File: config.mk
export PLATFORM = sky130hd
export DESIGN_NAME = xorshift128_generator_flat
export DESIGN_NICKNAME = d
export VERILOG_FILES = /design/src/rtl/core/x128_pkg.sv /design/src/rtl/core/x128_if.sv /design/src/rtl/core/x128_state.sv /design/src/rtl/core/x128_out.sv /design/src/rtl/core/xorshift128_generator.sv /design/src/flat_wrapper.sv
export SDC_FILE = /design/constraint.sdc
export NUM_CORES = 1
export LEC_CHECK = 0
export BUFFER_PORTS_ARGS = -buffer_cell sky130_fd_sc_hd__buf_2
export CAP_MARGIN = 30
export CORE_UTILIZATION = 59
export DETAILED_ROUTE_END_ITERATION = 16
export HOLD_SLACK_MARGIN = 0.1
export PLACE_DENSITY = 0.77
export SLEW_MARGIN = 15
export SYNTH_ARGS = -nofsm -noshare
export SYNTH_HDL_FRONTEND = slang
export SYNTH_SLANG_ARGS = --single-unit
export TNS_END_PERCENT = 20
File: constraint.sdc
create_clock -name clock -period 3.2 [get_ports clock]
set_clock_uncertainty 0.15 [all_clocks]
set_input_delay 0 -clock clock [delete_from_list [all_inputs] [get_ports clock]]
set_output_delay 0 -clock clock [all_outputs]
set_load 0.02 [all_outputs]
File: src/rtl/core/x128_pkg.sv
// ----------------------------------------------------------------------------
// x128_pkg
// shared types and constants of the xorshift128 generator
// ----------------------------------------------------------------------------
package x128_pkg;

   localparam int unsigned WORD_W = 32;

   // recurrence shift amounts
   localparam int unsigned SHIFT_A = 11;
   localparam int unsigned SHIFT_D = 19;
   localparam int unsigned SHIFT_T = 8;

   typedef enum logic {
      ACTION_NEXT   = 1'b0,
      ACTION_RESEED = 1'b1
   } action_type;

   // load strobe from the state stage into the result register
   typedef struct packed {
      logic              load;
      logic [WORD_W-1:0] value;
   } rsp_load_type;

endpackage

File: src/rtl/core/x128_if.sv
// ----------------------------------------------------------------------------
// x128 channel interfaces
// valid/ready channels for requests and random values
// ----------------------------------------------------------------------------
interface x128_req_if;
   logic                        valid;
   logic                        ready;
   logic                        action;
   logic [x128_pkg::WORD_W-1:0] seed;

   modport source (output valid, output action, output seed, input ready);
   modport sink (input valid, input action, input seed, output ready);
endinterface

interface x128_rsp_if;
   logic                        valid;
   logic                        ready;
   logic [x128_pkg::WORD_W-1:0] random_value;

   modport source (output valid, output random_value, input ready);
   modport sink (input valid, input random_value, output ready);
endinterface

File: src/rtl/core/x128_state.sv
// ----------------------------------------------------------------------------
// x128_state
// generator state words, one step or reseed per accepted transaction
// ----------------------------------------------------------------------------
module x128_state #(
   parameter logic [31:0] DEFAULT_A = 32'd123456789,
   parameter logic [31:0] DEFAULT_B = 32'd362436069,
   parameter logic [31:0] DEFAULT_C = 32'd521288629,
   parameter logic [31:0] DEFAULT_D = 32'd88675123
) (
   input  logic                        clock,
   input  logic                        reset,
   input  logic                        accept,
   input  logic                        action,
   input  logic [x128_pkg::WORD_W-1:0] seed,
   output x128_pkg::rsp_load_type      load
);

   logic [x128_pkg::WORD_W-1:0] word_a_ff, word_b_ff, word_c_ff, word_d_ff;
   logic [x128_pkg::WORD_W-1:0] word_a_in, word_b_in, word_c_in, word_d_in;
   logic [x128_pkg::WORD_W-1:0] t_val, d_next;
   logic [15:0]                 even_nib, odd_nib;
   logic                        is_reseed;

   assign is_reseed = (x128_pkg::action_type'(action) == x128_pkg::ACTION_RESEED);

   // one recurrence step
   assign t_val  = word_a_ff ^ (word_a_ff << x128_pkg::SHIFT_A);
   assign d_next = (word_d_ff ^ (word_d_ff >> x128_pkg::SHIFT_D))
                 ^ (t_val ^ (t_val >> x128_pkg::SHIFT_T));

   // seed expansion: even and odd nibbles, lowest nibble first
   assign even_nib = {seed[27:24], seed[19:16], seed[11:8], seed[3:0]};
   assign odd_nib  = {seed[31:28], seed[23:20], seed[15:12], seed[7:4]};

   always_comb begin
      word_a_in = word_a_ff;
      word_b_in = word_b_ff;
      word_c_in = word_c_ff;
      word_d_in = word_d_ff;
      if (accept) begin
         if (!is_reseed) begin
            word_a_in = word_b_ff;
            word_b_in = word_c_ff;
            word_c_in = word_d_ff;
            word_d_in = d_next;
         end else if (seed == '0) begin
            word_a_in = DEFAULT_A;
            word_b_in = DEFAULT_B;
            word_c_in = DEFAULT_C;
            word_d_in = DEFAULT_D;
         end else begin
            word_a_in = seed;
            word_b_in = {seed[15:0], seed[31:16]};
            word_c_in = {odd_nib, even_nib};
            word_d_in = {even_nib, odd_nib};
         end
      end
   end

   always_ff @(posedge clock) begin
      if (reset) begin
         word_a_ff <= DEFAULT_A;
         word_b_ff <= DEFAULT_B;
         word_c_ff <= DEFAULT_C;
         word_d_ff <= DEFAULT_D;
      end else begin
         word_a_ff <= word_a_in;
         word_b_ff <= word_b_in;
         word_c_ff <= word_c_in;
         word_d_ff <= word_d_in;
      end
   end

   assign load.load  = accept && !is_reseed;
   assign load.value = d_next;

endmodule

File: src/rtl/core/x128_out.sv
// ----------------------------------------------------------------------------
// x128_out
// result register in front of the response channel
// ----------------------------------------------------------------------------
module x128_out (
   input  logic                   clock,
   input  logic                   reset,
   input  x128_pkg::rsp_load_type load,
   output logic                   space,
   x128_rsp_if.source             rsp
);

   logic                        valid_ff, valid_in;
   logic [x128_pkg::WORD_W-1:0] value_ff;

   // free when empty or being emptied this cycle
   assign space = !valid_ff || rsp.ready;

   always_comb begin
      valid_in = valid_ff;
      if (load.load) begin
         valid_in = 1'b1;
      end else if (rsp.ready) begin
         valid_in = 1'b0;
      end
   end

   always_ff @(posedge clock) begin
      if (reset) begin
         valid_ff <= 1'b0;
      end else begin
         valid_ff <= valid_in;
      end
   end

   always_ff @(posedge clock) begin
      if (load.load) begin
         value_ff <= load.value;
      end
   end

   assign rsp.valid        = valid_ff;
   assign rsp.random_value = value_ff;

endmodule

File: src/rtl/core/xorshift128_generator.sv
// ----------------------------------------------------------------------------
// xorshift128_generator
// xorshift128 random number source with seed expansion
// ----------------------------------------------------------------------------
// Each request transaction either steps the generator (action next), giving one
// 32-bit random value on the response channel, or reseeds it (action reseed),
// giving nothing. A nonzero seed is expanded into the four state words; a zero
// seed restores the DEFAULT_ words, as reset does. One transaction is taken per
// clock while the result register has room: the step is a few shifts and xors
// between the state words and the result register, so the value appears in the
// cycle after acceptance. The only thing that holds requests back is a full
// result register whose value the response side is not taking.
module xorshift128_generator #(
   parameter logic [31:0] DEFAULT_A = 32'd123456789,
   parameter logic [31:0] DEFAULT_B = 32'd362436069,
   parameter logic [31:0] DEFAULT_C = 32'd521288629,
   parameter logic [31:0] DEFAULT_D = 32'd88675123
) (
   input logic        clock,
   input logic        reset,
   x128_req_if.sink   req_bus,
   x128_rsp_if.source rsp_bus
);

   x128_pkg::rsp_load_type load;
   logic                   space;
   logic                   accept;

   // every transaction waits for room; a reseed simply leaves the register as is
   assign req_bus.ready = space;
   assign accept        = req_bus.valid && space;

   // state words and step logic
   x128_state #(
      .DEFAULT_A (DEFAULT_A),
      .DEFAULT_B (DEFAULT_B),
      .DEFAULT_C (DEFAULT_C),
      .DEFAULT_D (DEFAULT_D)
   ) u_state (
      .clock  (clock),
      .reset  (reset),
      .accept (accept),
      .action (req_bus.action),
      .seed   (req_bus.seed),
      .load   (load)
   );

   // result register towards the response channel
   x128_out u_out (
      .clock (clock),
      .reset (reset),
      .load  (load),
      .space (space),
      .rsp   (rsp_bus)
   );

endmodule

File: src/flat_wrapper.sv
// flat-port wrapper written by rule: the top's interface ports become plain ports
module xorshift128_generator_flat 
#(
   parameter logic [31:0] DEFAULT_A = 32'd123456789,
   parameter logic [31:0] DEFAULT_B = 32'd362436069,
   parameter logic [31:0] DEFAULT_C = 32'd521288629,
   parameter logic [31:0] DEFAULT_D = 32'd88675123
)
  (clock, reset, req_bus_valid, req_bus_action, req_bus_seed, req_bus_ready, rsp_bus_valid, rsp_bus_random_value, rsp_bus_ready);
  x128_req_if req_bus_i ();
  x128_rsp_if rsp_bus_i ();
  input logic clock;
  input logic reset;
  input wire logic [$bits(req_bus_i.valid)-1:0] req_bus_valid;
  input wire logic [$bits(req_bus_i.action)-1:0] req_bus_action;
  input wire logic [$bits(req_bus_i.seed)-1:0] req_bus_seed;
  output wire logic [$bits(req_bus_i.ready)-1:0] req_bus_ready;
  output wire logic [$bits(rsp_bus_i.valid)-1:0] rsp_bus_valid;
  output wire logic [$bits(rsp_bus_i.random_value)-1:0] rsp_bus_random_value;
  input wire logic [$bits(rsp_bus_i.ready)-1:0] rsp_bus_ready;
  assign req_bus_i.valid = req_bus_valid;
  assign req_bus_i.action = req_bus_action;
  assign req_bus_i.seed = req_bus_seed;
  assign req_bus_ready = req_bus_i.ready;
  assign rsp_bus_valid = rsp_bus_i.valid;
  assign rsp_bus_random_value = rsp_bus_i.random_value;
  assign rsp_bus_i.ready = rsp_bus_ready;
  xorshift128_generator #(.DEFAULT_A(DEFAULT_A), .DEFAULT_B(DEFAULT_B), .DEFAULT_C(DEFAULT_C), .DEFAULT_D(DEFAULT_D)) u_core (.clock(clock), .reset(reset), .req_bus(req_bus_i), .rsp_bus(rsp_bus_i));
endmodule
==> flow_metrics.py <==
metrics = {
    "clocking": {
        "cts_tree": "yes",
        "clkLatencyLatePin_ps": 430,
        "post_cts.resized_instances": 0,
        "cts-buffers-inserted": 17,
        "cts.root.buffer_cell": "sky130_fd_sc_hd__clkbuf_16",
        "max-clock-path-buffers": 2,
        "clk_transition_reported_paths_ps": 60,
        "clock_sinks": 161,
        "htree_levels": 4,
    },
    "yosys": {
        "syn_avg_cell_area_um2": 9.64,
        "post_synth_inst_count": 754,
        "synth-edff-count": 32,
        "synth.cells.most_frequent": "129 x sky130_fd_sc_hd__dfxtp_1, 106 x sky130_fd_sc_hd__a21oi_1, 83 x sky130_fd_sc_hd__xnor2_1",
        "synth.largest_area_cell": "sky130_fd_sc_hd__dfxtp_1",
        "synth.cell_area_um2": 7270,
        "synth_async_sr_flop_share_pct": 0,
        "synth_sequential_area_ratio_pct": 48.8,
        "synth_area_leaders": "sky130_fd_sc_hd__dfxtp_1 36%, sky130_fd_sc_hd__edfxtp_1 13%, sky130_fd_sc_hd__xnor2_1 10%",
        "synth-seq-cells": 161,
        "synthesis.nets": 791,
        "most_common_cell_in_the_synthesized_netlist": "sky130_fd_sc_hd__dfxtp_1",
        "netlist.area_leader.share_pct": 35.5,
        "ys_warns": 0,
        "synth_ff_type": "sky130_fd_sc_hd__dfxtp_1",
        "synthDistinctLibCells": 49,
    },
    "detailed_routing": {
        "drt_first_iter_violations": 620,
        "dr.pass1.iters": 5,
        "routed_wire_length_per_instance_um": 21.4,
        "routed-wl-met3_um": 1890,
        "post-route-drc-count": 0,
        "ant_nets": 0,
        "vias": 6384,
        "top_layer": "met4",
        "dr_wl_met2_um": 9860,
        "wl_met1_um": 8510,
        "via_per_inst": 6.45,
        "wl_um": 21200,
    },
    "placement": {
        "buffer_ports.inserted": 70,
        "placedCellCount": 918,
        "dp_hpwl_um": 13400,
        "finalWeightedCongestion": 0.889,
    },
    "cells_and_area": {
        "area_overhead_of_the_layout_relative_to_synthesis_pct": 18.4,
        "antennaDiodeCount": 0,
        "register_area_um2": 3540,
        "final_cells": 990,
        "area_of_the_multi_input_gates_um2": 3420,
        "nets": 867,
        "fraction_of_final_layout_cells_with_drive_strength_greater_than_1_pct": 14.6,
        "num-fill-cells": 905,
    },
    "floorplanning": {
        "row_count": 40,
        "fp.dieH_um": 113,
        "core_region_area_um2": 12000,
        "initial_core_util_pct": 60.5,
        "floorplan_die_area_um2": 12800,
        "die_width_um": 113,
        "ioPinCount": 71,
    },
    "worst_hold_path": {
        "hp-class": "in2reg",
        "hold_start": "req_bus_valid",
        "hold_path_cells": 5,
        "worstHoldEndpoint": "u_core.u_state.word_b_ff[30]",
    },
    "setup_path": {
        "worstPathRequired_ps": 3420,
        "critical_path_capture_point_type": "register",
        "critical_path.startpoint": "u_core.u_out.rsp.valid",
        "crit_path_dat_ps": 3040,
        "critPathMaxFanout": 66,
        "criticalPathCategory": "reg2reg",
        "crit_path_start_kind": "register",
        "regToRegSetupSlack_ps": 380,
        "number_of_cells_traversed_by_the_worst_register_to_register_path": 7,
        "r2r-end": "u_core.u_state.word_a_ff[28]",
        "critical_path.reg2reg.startpoint": "u_core.u_out.rsp.valid",
    },
    "grt": {
        "grt_use_total_pct": 34.3,
        "grt_pass1_wl_um": 32800,
        "overflow": 0,
        "grt_pass1_vias": 6076,
        "antenna_found_initial": 0,
        "maximum_number_of_pins_on_one_net_before_global_route_repair": 87,
    },
    "run": {
        "max_cap_violations": 0,
    },
    "sta": {
        "period_minus_ws_final_ps": 2820,
        "slew_headroom_pct": 43.9,
        "grt_setup_unrepaired": "no",
        "setup-violations-final": 0,
        "hold_slack_ps": 147,
        "timing_max_transition_violations_final": 0,
        "fmaxAchievable_mhz": 355,
        "fraction_of_the_cycle_the_final_worst_path_needs_pct": 88.1,
        "worst_slew_pin_slew_ps": 842,
        "final-hold-violation-count": 0,
        "totalNegativeSetupSlack_ps": 0,
    },
    "pwr": {
        "ir_drop_uv": 483,
        "leakage_nw": 3.26,
        "power.density_nw_per_um2": 649,
    },
    "run_status": {
        "status": "finished clean",
    },
}
how the worst max path moves through the flow:
| stage | depth (start not counted) | endpoint | slack [ps] |
|---|---|---|---|
| 6_report | 7 | u_core.u_state.word_a_ff[28] | 380 |
| 5_1_grt | 7 | u_core.u_state.word_a_ff[28] | 270 |
| 4_1_cts | 7 | u_core.u_state.word_a_ff[28] | 460 |
| 3_5_place_dp | 6 | u_core.u_state.word_d_ff[6] | 880 |
| 3_3_place_gp | 6 | u_core.u_state.word_d_ff[20] | 970 |
| 2_1_floorplan | 4 | u_core.u_out.rsp.random_value[0] | 680 |
layout make-up:
type,count,area share (%)
Sequential cell,161,41.2
Multi-Input combinational cell,528,39.7
Timing Repair Buffer,119,9.83
Clock buffer,19,5.03
Tap cell,147,2.14
Clock inverter,13,1.95
Inverter,3,0.131
logic make-up (layout without fill, tap and decap cells):
group                  after synthesis  after routing  share of synthesized area [%]
flip-flops                         161            161                           48.8
XOR/XNOR                            94             94                           11.3
buffers and inverters               65            154                           4.46
AO/OA/AOI/OAI                      245            245                           21.8
AND/OR/NAND/NOR                    171            171                           11.1
multiplexers                        18             18                           2.53
worst max-delay path: stages (launching register included):
cell and delay (ps):
sky130_fd_sc_hd__dfxtp_1 350, sky130_fd_sc_hd__nand2b_2 120, sky130_fd_sc_hd__nand2_4 490, sky130_fd_sc_hd__buf_4 650
sky130_fd_sc_hd__a21oi_1 70, sky130_fd_sc_hd__o21bai_1 180, sky130_fd_sc_hd__a21oi_1 150, sky130_fd_sc_hd__dlygate4sd3_1 570
layer usage:
layer  track usage (%)  vias up
li1                  -     2860
met1              43.1     3072
met2              54.0      378
met3              9.75       74
met4              17.6        0
met5                 0        -
power by group:
part	switching [mW]	internal, mW
clock network	0.793	1.29
logic	0.609	0.448
registers	0.143	2.30
cells in the final DEF, fill, tap and decap left out, types with 3 or more instances in the layout:
cell type,n
sky130_fd_sc_hd__a311oi_1,6
sky130_fd_sc_hd__a211o_1,14
sky130_fd_sc_hd__o21bai_1,21
sky130_fd_sc_hd__a31oi_1,28
sky130_fd_sc_hd__a221o_1,4
sky130_fd_sc_hd__or2_1,7
sky130_fd_sc_hd__a221oi_1,4
sky130_fd_sc_hd__o22a_1,3
sky130_fd_sc_hd__buf_2,69
sky130_fd_sc_hd__xnor2_1,83
sky130_fd_sc_hd__a41oi_2,4
sky130_fd_sc_hd__xor2_1,11
sky130_fd_sc_hd__dlygate4sd3_1,40
sky130_fd_sc_hd__o22ai_1,6
sky130_fd_sc_hd__buf_4,8
sky130_fd_sc_hd__a21oi_1,106
sky130_fd_sc_hd__and3_1,15
sky130_fd_sc_hd__nand3_1,22
sky130_fd_sc_hd__a22oi_1,13
sky130_fd_sc_hd__nor2_1,42
sky130_fd_sc_hd__nand2_1,58
sky130_fd_sc_hd__nor4_1,10
sky130_fd_sc_hd__bufinv_16,4
sky130_fd_sc_hd__edfxtp_1,32
sky130_fd_sc_hd__mux2i_1,15
sky130_fd_sc_hd__clkbuf_16,17
sky130_fd_sc_hd__a21o_1,4
sky130_fd_sc_hd__dfxtp_1,129
sky130_fd_sc_hd__clkinv_2,5
sky130_fd_sc_hd__mux2_2,3
sky130_fd_sc_hd__o21ai_0,23
through the flow:
step	cell area, µm²	util [%]	power (mW)	setup slack (ps)
after detailed placement	7600	63.3	3.46	885
after CTS	8600	71.6	5.57	463
final	8600	71.6	5.59	381
after global placement	7600	63.3	3.43	974
after floorplan	7270	-	3.18	677
after global routing	8600	71.6	5.77	267
what timing repair did:
action / in CTS / in global routing
endpoints found under the hold margin: 125 / 0
hold buffers: 40 / 0
setup buffers: 0 / 0
flip-flops by register name (all words and copies together) (netlist names):
name                           cells
u_core.u_out.rsp.random_value     32
u_core.u_state.word_b_ff          32
u_core.u_state.word_d_ff          32
u_core.u_state.word_a_ff          32
u_core.u_out.rsp.valid             1
u_core.u_state.word_c_ff          32
Note: power is estimated with default switching activity, not from simulation.
